$ cat src/sv/nearest_downscale_gray_int8_core_assert.svh
// ----------------------------------------------------------------------------
// nearest_downscale_gray_int8_core assertion macros
// Concurrent assertion wrappers; define ASSERT_OFF to drop them all.
// ----------------------------------------------------------------------------
`ifndef NEAREST_DOWNSCALE_GRAY_INT8_CORE_ASSERT_SVH
`define NEAREST_DOWNSCALE_GRAY_INT8_CORE_ASSERT_SVH

`ifndef ASSERT_OFF

// property must hold at every clock edge out of reset
`define NDG_ASSERT(label, clk, rst_n, prop, msg) \
	label: assert property (@(posedge clk) disable iff (!rst_n) (prop)) \
		else $error(msg);

// condition must never be seen at a clock edge out of reset
`define NDG_NEVER(label, clk, rst_n, cond, msg) \
	label: assert property (@(posedge clk) disable iff (!rst_n) !(cond)) \
		else $error(msg);

`else

`define NDG_ASSERT(label, clk, rst_n, prop, msg)
`define NDG_NEVER(label, clk, rst_n, cond, msg)

`endif

`endif

$ cat src/sv/ndg_pkg.sv
// ----------------------------------------------------------------------------
// ndg_pkg
// Types, constants and the gray conversion of the nearest downscaler.
// ----------------------------------------------------------------------------
`timescale 1ns / 1ps

package ndg_pkg;

	localparam int GRID_SIZE   = 96;
	localparam int SRC_W       = 11;
	localparam int SRC_MAX     = (1 << SRC_W) - 1;
	localparam int COLOR_W     = 8;
	localparam int COORD_W     = 7;
	localparam int GCNT_W      = $clog2(GRID_SIZE + 1);
	localparam int ACC_W       = $clog2(GRID_SIZE * SRC_MAX + 1);
	localparam int POS_W       = SRC_W + 1;
	localparam int PROD_W      = ACC_W + 1;
	localparam int QUEUE_DEPTH = 4;
	localparam int QPTR_W      = $clog2(QUEUE_DEPTH);
	localparam int QCNT_W      = $clog2(QUEUE_DEPTH + 1);
	localparam int CFG_IDX_W   = 1;

	localparam logic [SRC_W-1:0] WIDTH_RESET  = SRC_W'(160);
	localparam logic [SRC_W-1:0] HEIGHT_RESET = SRC_W'(120);

	localparam int GRAY_W_R  = 77;
	localparam int GRAY_W_G  = 150;
	localparam int GRAY_W_B  = 29;
	localparam int GRAY_BIAS = 128;
	localparam int SUM_W     = 2 * COLOR_W;

	typedef enum logic [CFG_IDX_W-1:0] {
		REG_SOURCE_WIDTH  = 1'b0,
		REG_SOURCE_HEIGHT = 1'b1
	} ndg_reg_t;

	typedef struct packed {
		logic [COLOR_W-1:0] red;
		logic [COLOR_W-1:0] green;
		logic [COLOR_W-1:0] blue;
		logic               frame_start;
	} ndg_in_t;

	typedef struct packed {
		logic signed [COLOR_W-1:0] sample;
		logic [COORD_W-1:0]        out_col;
		logic [COORD_W-1:0]        out_row;
		logic                      frame_end;
	} ndg_out_t;

	// selected pixel waiting for conversion
	typedef struct packed {
		logic [COLOR_W-1:0] red;
		logic [COLOR_W-1:0] green;
		logic [COLOR_W-1:0] blue;
		logic [COORD_W-1:0] col;
		logic [COORD_W-1:0] row;
		logic               frame_end;
	} ndg_task_t;

	typedef struct packed {
		logic full;
		logic empty;
	} ndg_qstat_t;

	function automatic logic signed [COLOR_W-1:0] to_sample(
		input logic [COLOR_W-1:0] r,
		input logic [COLOR_W-1:0] g,
		input logic [COLOR_W-1:0] b
	);
		logic [SUM_W-1:0]   sum;
		logic [COLOR_W-1:0] gray;
		sum = SUM_W'(GRAY_W_R) * SUM_W'(r) + SUM_W'(GRAY_W_G) * SUM_W'(g)
			+ SUM_W'(GRAY_W_B) * SUM_W'(b);
		gray = sum[SUM_W-1:COLOR_W];
		return signed'(gray ^ COLOR_W'(GRAY_BIAS));
	endfunction

endpackage

$ cat src/sv/ndg_front.sv
// ----------------------------------------------------------------------------
// ndg_front
// Tracks source and grid positions and picks the pixels that land on the grid.
// ----------------------------------------------------------------------------
`timescale 1ns / 1ps

module ndg_front (
	input  logic                        clk,
	input  logic                        arst_n,
	input  logic                        cfg_write,
	input  logic [ndg_pkg::CFG_IDX_W-1:0] cfg_index,
	input  logic [ndg_pkg::SRC_W-1:0]   cfg_data,
	input  logic                        in_valid,
	input  ndg_pkg::ndg_in_t            in_data,
	output logic                        in_stall,
	input  ndg_pkg::ndg_qstat_t         qstat,
	output logic                        push_valid,
	output ndg_pkg::ndg_task_t          push_data
);
	import ndg_pkg::*;

	logic [SRC_W-1:0]  width_q, height_q;
	logic [SRC_W-1:0]  scol_q, srow_q;
	logic [GCNT_W-1:0] gcol_q, grow_q;
	logic [ACC_W-1:0]  cacc_q, racc_q;

	logic [SRC_W-1:0]  scol, srow;
	logic [GCNT_W-1:0] gcol, grow;
	logic [ACC_W-1:0]  cacc, racc;
	logic [POS_W-1:0]  scol_inc, srow_inc;
	logic [PROD_W-1:0] col_edge, row_edge;
	logic              accept, row_sel, col_hit, sel, row_end;

	assign in_stall = qstat.full;
	assign accept   = in_valid && !in_stall;

	// frame start clears the position state before the pixel is looked at
	always_comb begin
		if (in_data.frame_start) begin
			scol = '0;
			srow = '0;
			gcol = '0;
			grow = '0;
			cacc = '0;
			racc = '0;
		end else begin
			scol = scol_q;
			srow = srow_q;
			gcol = gcol_q;
			grow = grow_q;
			cacc = cacc_q;
			racc = racc_q;
		end
	end

	assign scol_inc = POS_W'(scol) + POS_W'(1);
	assign srow_inc = POS_W'(srow) + POS_W'(1);
	assign col_edge = PROD_W'(scol_inc) * PROD_W'(GRID_SIZE);
	assign row_edge = PROD_W'(srow_inc) * PROD_W'(GRID_SIZE);

	// a target that is due or overdue is served by this pixel
	assign row_sel = (grow < GCNT_W'(GRID_SIZE)) && (PROD_W'(racc) < row_edge);
	assign col_hit = (gcol < GCNT_W'(GRID_SIZE)) && (PROD_W'(cacc) < col_edge);
	assign sel     = row_sel && col_hit;
	assign row_end = scol_inc >= POS_W'(width_q);

	assign push_valid          = accept && sel;
	assign push_data.red       = in_data.red;
	assign push_data.green     = in_data.green;
	assign push_data.blue      = in_data.blue;
	assign push_data.col       = COORD_W'(gcol);
	assign push_data.row       = COORD_W'(grow);
	assign push_data.frame_end = (gcol == GCNT_W'(GRID_SIZE - 1))
		&& (grow == GCNT_W'(GRID_SIZE - 1));

	always_ff @(posedge clk or negedge arst_n) begin
		if (!arst_n) begin
			width_q  <= WIDTH_RESET;
			height_q <= HEIGHT_RESET;
		end else if (cfg_write) begin
			case (ndg_reg_t'(cfg_index))
				REG_SOURCE_WIDTH:  width_q  <= cfg_data;
				REG_SOURCE_HEIGHT: height_q <= cfg_data;
				default: ;
			endcase
		end
	end

	always_ff @(posedge clk or negedge arst_n) begin
		if (!arst_n) begin
			scol_q <= '0;
			srow_q <= '0;
			gcol_q <= '0;
			grow_q <= '0;
			cacc_q <= '0;
			racc_q <= '0;
		end else if (accept) begin
			if (row_end) begin
				scol_q <= '0;
				gcol_q <= '0;
				cacc_q <= '0;
				if (row_sel) begin
					grow_q <= grow + GCNT_W'(1);
					racc_q <= racc + ACC_W'(height_q);
				end else begin
					grow_q <= grow;
					racc_q <= racc;
				end
				// row count saturates on frame overrun
				if (srow != SRC_W'(SRC_MAX))
					srow_q <= srow + SRC_W'(1);
				else
					srow_q <= srow;
			end else begin
				scol_q <= scol + SRC_W'(1);
				srow_q <= srow;
				grow_q <= grow;
				racc_q <= racc;
				if (sel) begin
					gcol_q <= gcol + GCNT_W'(1);
					cacc_q <= cacc + ACC_W'(width_q);
				end else begin
					gcol_q <= gcol;
					cacc_q <= cacc;
				end
			end
		end
	end

endmodule

$ cat src/sv/ndg_queue.sv
// ----------------------------------------------------------------------------
// ndg_queue
// Short first-in first-out queue of selected pixels between front and back.
// ----------------------------------------------------------------------------
`timescale 1ns / 1ps

module ndg_queue (
	input  logic                clk,
	input  logic                arst_n,
	input  logic                push_valid,
	input  ndg_pkg::ndg_task_t  push_data,
	input  logic                pop,
	output ndg_pkg::ndg_task_t  head,
	output ndg_pkg::ndg_qstat_t qstat
);
	import ndg_pkg::*;

	ndg_task_t         mem_q [QUEUE_DEPTH];
	logic [QPTR_W-1:0] wr_ptr_q, rd_ptr_q;
	logic [QCNT_W-1:0] count_q;
	logic              do_push, do_pop;

	assign qstat.full  = count_q == QCNT_W'(QUEUE_DEPTH);
	assign qstat.empty = count_q == '0;
	assign do_push     = push_valid && !qstat.full;
	assign do_pop      = pop && !qstat.empty;
	assign head        = mem_q[rd_ptr_q];

	always_ff @(posedge clk) begin
		if (do_push)
			mem_q[wr_ptr_q] <= push_data;
	end

	always_ff @(posedge clk or negedge arst_n) begin
		if (!arst_n) begin
			wr_ptr_q <= '0;
			rd_ptr_q <= '0;
			count_q  <= '0;
		end else begin
			if (do_push)
				wr_ptr_q <= wr_ptr_q + QPTR_W'(1);
			if (do_pop)
				rd_ptr_q <= rd_ptr_q + QPTR_W'(1);
			case ({do_push, do_pop})
				2'b10:   count_q <= count_q + QCNT_W'(1);
				2'b01:   count_q <= count_q - QCNT_W'(1);
				default: count_q <= count_q;
			endcase
		end
	end

endmodule

$ cat src/sv/ndg_back.sv
// ----------------------------------------------------------------------------
// ndg_back
// Converts queued pixels to signed gray and holds them in the output register.
// ----------------------------------------------------------------------------
`timescale 1ns / 1ps

module ndg_back (
	input  logic                clk,
	input  logic                arst_n,
	input  ndg_pkg::ndg_task_t  head,
	input  ndg_pkg::ndg_qstat_t qstat,
	output logic                pop,
	output logic                out_valid,
	output ndg_pkg::ndg_out_t   out_data,
	input  logic                out_stall
);
	import ndg_pkg::*;

	logic     out_valid_q;
	ndg_out_t out_q;

	// take a word when the output register is empty or being drained
	assign pop       = !qstat.empty && (!out_valid_q || !out_stall);
	assign out_valid = out_valid_q;
	assign out_data  = out_q;

	always_ff @(posedge clk) begin
		if (pop) begin
			out_q.sample    <= to_sample(head.red, head.green, head.blue);
			out_q.out_col   <= head.col;
			out_q.out_row   <= head.row;
			out_q.frame_end <= head.frame_end;
		end
	end

	always_ff @(posedge clk or negedge arst_n) begin
		if (!arst_n)
			out_valid_q <= 1'b0;
		else if (pop)
			out_valid_q <= 1'b1;
		else if (!out_stall)
			out_valid_q <= 1'b0;
	end

endmodule

$ cat src/sv/nearest_downscale_gray_int8_core.sv
// ----------------------------------------------------------------------------
// nearest_downscale_gray_int8_core
// Nearest-neighbor downscaler of an RGB888 raster to a 96x96 signed gray grid.
// ----------------------------------------------------------------------------
// Takes one source pixel per clock with no bubbles while the queue is not full:
// the front computes its next counters and accumulators combinationally, so a
// new pixel can be accepted at every edge. A selected pixel enters a four-word
// queue at its accept edge and then the output register, out of which its
// result is valid; pixels that fall between grid points give no result. The
// input stalls only while the queue is full, which takes a stalled output.
// Source sizes must be written on the configuration port (index 0 width,
// 1 height) only while no frame is streaming; the block does not enforce it.
`timescale 1ns / 1ps

`include "nearest_downscale_gray_int8_core_assert.svh"

module nearest_downscale_gray_int8_core (
	input  logic                          clk,
	input  logic                          arst_n,
	input  logic                          cfg_write,
	input  logic [ndg_pkg::CFG_IDX_W-1:0] cfg_index,
	input  logic [ndg_pkg::SRC_W-1:0]     cfg_data,
	input  logic                          in_valid,
	input  ndg_pkg::ndg_in_t              in_data,
	output logic                          in_stall,
	output logic                          out_valid,
	output ndg_pkg::ndg_out_t             out_data,
	input  logic                          out_stall
);
	import ndg_pkg::*;

	ndg_qstat_t qstat;
	ndg_task_t  push_data, head;
	logic       push_valid, pop;

	ndg_front u_front (
		.clk        (clk),
		.arst_n     (arst_n),
		.cfg_write  (cfg_write),
		.cfg_index  (cfg_index),
		.cfg_data   (cfg_data),
		.in_valid   (in_valid),
		.in_data    (in_data),
		.in_stall   (in_stall),
		.qstat      (qstat),
		.push_valid (push_valid),
		.push_data  (push_data)
	);

	ndg_queue u_queue (
		.clk        (clk),
		.arst_n     (arst_n),
		.push_valid (push_valid),
		.push_data  (push_data),
		.pop        (pop),
		.head       (head),
		.qstat      (qstat)
	);

	ndg_back u_back (
		.clk       (clk),
		.arst_n    (arst_n),
		.head      (head),
		.qstat     (qstat),
		.pop       (pop),
		.out_valid (out_valid),
		.out_data  (out_data),
		.out_stall (out_stall)
	);

	// a selected word must never meet a full queue
	`NDG_NEVER(a_queue_no_overflow, clk, arst_n, push_valid && qstat.full, "queue overflow")

	// the first pixel of a frame always lands on grid point zero
	`NDG_ASSERT(a_frame_start_origin, clk, arst_n, (in_valid && !in_stall && in_data.frame_start) |-> (push_valid && push_data.col == '0 && push_data.row == '0), "frame start not at origin")

	// a delivered column stays inside the grid
	`NDG_ASSERT(a_out_col_range, clk, arst_n, out_valid |-> ({1'b0, out_data.out_col} < (COORD_W + 1)'(GRID_SIZE)) || (GRID_SIZE > (1 << COORD_W)), "column outside grid")

endmodule
$ cat config.mk
export PLATFORM = sky130hd
export DESIGN_NAME = nearest_downscale_gray_int8_core
export DESIGN_NICKNAME = d
export VERILOG_FILES = /design/src/sv/ndg_pkg.sv /design/src/sv/ndg_front.sv /design/src/sv/ndg_queue.sv /design/src/sv/ndg_back.sv /design/src/sv/nearest_downscale_gray_int8_core.sv
export VERILOG_INCLUDE_DIRS = /design/src /design/src/sv
export SDC_FILE = /design/constraint.sdc
export NUM_CORES = 1
export LEC_CHECK = 0
export ABC_AREA = 0
export BUFFER_PORTS_ARGS = -buffer_cell sky130_fd_sc_hd__buf_2
export CAP_MARGIN = 15
export CORE_ASPECT_RATIO = 0.8
export CORE_MARGIN = 2
export CORE_UTILIZATION = 59
export DETAILED_ROUTE_END_ITERATION = 7
export PLACE_DENSITY_LB_ADDON = 0.2
export SYNTH_ARGS = -nofsm -noshare
export SYNTH_HDL_FRONTEND = slang
export SYNTH_HIERARCHICAL = 1
export SYNTH_SLANG_ARGS = --single-unit
export TNS_END_PERCENT = 100
$ cat constraint.sdc
create_clock -name clk -period 18.1 [get_ports clk]
set_clock_uncertainty 0.05 [all_clocks]
set_input_delay 0.905 -clock clk [delete_from_list [all_inputs] [get_ports clk]]
set_output_delay 0.905 -clock clk [all_outputs]
set_load 0.01 [all_outputs]
==> flow_metrics.tcl <==
set metrics [dict create \
    firstDrtPassIters 5 \
    synthCells 1549 \
    start_util_pct 59.6 \
    synth_enable_flop_cells 179 \
    cts_buffer_depth 3 \
    dieArea_um2 32000 \
    period_needed_ns 7.55 \
    worstSetupPathType "flip-flop to flip-flop" \
    clkTransAtPathRegs_ns 0.06 \
    hpwl_um 27400 \
    drt_iter0_markers 661 \
    gp_congestion 0.852 \
    synth-seq-area-share_pct 44.0 \
    cp_data_arrival_time_ns 7.82 \
    multi_input_area_um2 9090 \
    insertion_delay_ns 0.57 \
    hold_class "primary input to async pin" \
    use_met1_pct 34.9 \
    max_stage_delay_ns 0.66 \
    antenna_left 0 \
    cp.required_ns 18.37 \
    busiest_layer "met2" \
    critical_path.max_fanout 28 \
    syn2layout_area_growth_pct 7.97 \
    synth_area_leaders "edfxtp_1, dfrtp_1, ha_1, fa_1, mux4_2" \
    status "finished, final reports clean" \
    regArea_um2 7940 \
    wl_um 38500 \
    syn_area_um2 18000 \
    final_hold_viol_count 0 \
    cp_slowest_cell "dfrtp_2" \
    cts_tree "yes" \
    ios 67 \
    fmax_mhz 133 \
    grt_max_degree 65 \
    rsz0062_at_grt "no" \
    startpoint_type "flip-flop" \
    postCtsSetupBuffers 0 \
    vias 11700 \
    synthArstFlopShare_pct 36.3 \
    track_usage_pct 24.9 \
    use_met2_pct 41.0 \
    fp-row-count 57 \
    cts_inserted_buffers 29 \
    yosysTopAreaCell "edfxtp_1" \
    fin_crit_sh_pct 41.7 \
    drc 0 \
    cp_cell_sequence "buf_4 > mux4_2 > ha_1 > ha_1 > ha_1 > inv_1 > fa_1 > inv_1 > ha_1 > nand2_1 > o211ai_1 > xor2_1 > fa_1 > fa_1 > inv_1 > fa_1 > fa_1 > inv_1 > ha_1 > o21a_1 > o2111ai_1 > nand2_1 > xor2_1" \
    drv_slew 0 \
    io_buffers 66 \
    clock_sinks 281 \
    drive_above_1_share_pct 13.8 \
    holdBufCountCts 0 \
    synth_seq_cells 281 \
    htreeDepth 1 \
    antenna_found_initial 4 \
    worst_pin_slew_ns 1.08 \
    cap_viol_max_count 0 \
    drt-wirelength-per-cell_um 19.1 \
    yosys_most_used_dff "edfxtp_1" \
    grt_overflow 0 \
    cts_resized 0 \
    avgViaCountPerCell 5.81 \
    fin_tns_setup_ns 0 \
    slew_headroom_pct 27.0 \
    end_kind "flip-flop" \
    grt_pass1_wl_um 62400 \
    setup_viol 0 \
    netlist.area_leader.share_pct 29.8 \
    die_y_um 160 \
    synthesis.nets 1824 \
    layout.nets 1851 \
    die-width_um 199 \
    yosys_warnings 6 \
    cts_root_buffer "clkbuf_16" \
    coreArea_um2 30200 \
    ys_types 89 \
    met3_usage_pct 3.42 \
    avgSynthCellArea_um2 11.6 \
    grt_pass1_vias 11600 \
    n_fill_cell 2321 \
]
## routing by layer
layer / up-vias / routed length [µm] / part of all wire, %
met3: 50 / 1790 / 4.6
met2: 289 / 18700 / 49
met1: 5780 / 17000 / 44
met4: 0 / 932 / 2.4
met5: - / 0 / 0
li1: 5604 / - / -
## synthesized netlist by cell type, types with 9 or more instances
cell / number
edfxtp_1: 179
ha_1: 173
inv_1: 143
nand2_1: 121
dfrtp_1: 96
o21ai_0: 69
nor2_1: 65
fa_1: 60
nor2b_1: 60
a21oi_1: 58
xnor2_1: 47
nand3_1: 40
mux4_2: 38
xor2_1: 37
clkbuf_1: 31
buf_4: 26
a21o_1: 20
nand4_1: 20
o31ai_1: 17
nand2b_1: 15
mux2_2: 14
nor3_1: 14
a22o_1: 12
a31oi_1: 10
buf_2: 10
o211ai_1: 10
and2_1: 9
and3_1: 9
buf_1: 9
mux2i_1: 9
## stage by stage
step                instance area, µm²  util (%)  hold slack [ns]  std cells  setup WS [ns]
floorplan                        18000         -            0.392       1549           9.82
global placement                 18500      61.2            0.406       1958          10.50
detailed placement               18500      61.2            0.414       1958          10.33
CTS                              19500      64.4            0.262       2012          10.48
global route                     19500      64.4            0.290       2016          10.06
finish                           19500      64.4            0.257       2016          10.55
## cell type report
type | count | area share, %
multi-input cells | 1043 | 46.7
repair buffers | 77 | 2.15
well taps | 413 | 2.65
flip-flops and latches | 281 | 40.8
diodes | 4 | 0.0514
clock buffers | 34 | 3.82
clock inverters | 20 | 1.12
inverters | 144 | 2.78
## worst paths after layout
path | cells after the start | slack [ns] | to | from
min in group clk | 2 | 0.42 | u_front/racc_q[6] | u_front/racc_q[6]
hold / removal | 1 | 0.26 | u_front/cacc_q[5] | arst_n
hold reg to reg | 2 | 0.42 | u_front/racc_q[6] | u_front/racc_q[6]
max in group asynchronous | 2 | 16.48 | u_front/srow_q[4] | arst_n
setup / recovery | 23 | 10.55 | u_back/out_data[19] | u_queue/rd_ptr_q[0]
setup reg to reg | 23 | 10.55 | u_back/out_data[19] | u_queue/rd_ptr_q[0]
## cells in the final DEF (no fill, tap or decap), types with 12 or more instances in the layout
master     instances
nand2b_1          14
mux2_2            14
buf_4             13
xnor2_1           47
a21oi_1           57
xor2_1            37
o21ai_0           69
mux4_2            38
a21o_1            20
nor2b_1           59
fa_1              60
a22o_1            12
nand3_1           40
nand4_1           20
clkbuf_16         29
edfxtp_1         179
nand2_1          121
dfrtp_1           94
ha_1             173
buf_2             64
nor3_1            14
inv_1            143
nor2_1            65
o31ai_1           17
## registers in the layout, indices dropped and copies added, names as in the netlist
name / flops
u_front/width_q: 11
u_queue/count_q: 3
u_queue/wr_ptr_q: 2
u_front/cacc_q: 18
u_back/out_valid: 1
u_queue/mem_q: 156
u_front/srow_q: 11
u_front/racc_q: 18
u_front/grow_q: 7
u_back/out_data: 23
u_front/gcol_q: 7
u_queue/rd_ptr_q: 2
u_front/scol_q: 11
u_front/height_q: 11
## critical path, delay by kind of cell, from the launching register on
family / cells / cell delay, ns
AOI/OAI and AO/OA: 3 / 0.63
xor gates and xnor gates: 2 / 0.35
adders and majority gates: 10 / 3.99
buffers and inverters: 5 / 0.75
DFF: 1 / 0.66
muxes: 1 / 0.64
and+or+nand+nor: 2 / 0.21
## kinds of logic (layout without fill, tap and decap cells)
family | count (synthesis) | in the layout | share of synthesized area (%)
AOI/OAI and AO/OA | 267 | 267 | 9.99
xor gates and xnor gates | 84 | 84 | 4.08
adders and majority gates | 233 | 233 | 18.7
buffers and inverters | 225 | 275 | 5.70
DFF | 281 | 281 | 44.0
muxes | 62 | 62 | 6.26
other | 0 | 4 | 0
and+or+nand+nor | 397 | 397 | 11.3
Power is left out: the tool's default activity adds up to more than one toggle a clock period on the data nets, which glitch-free logic cannot reach.
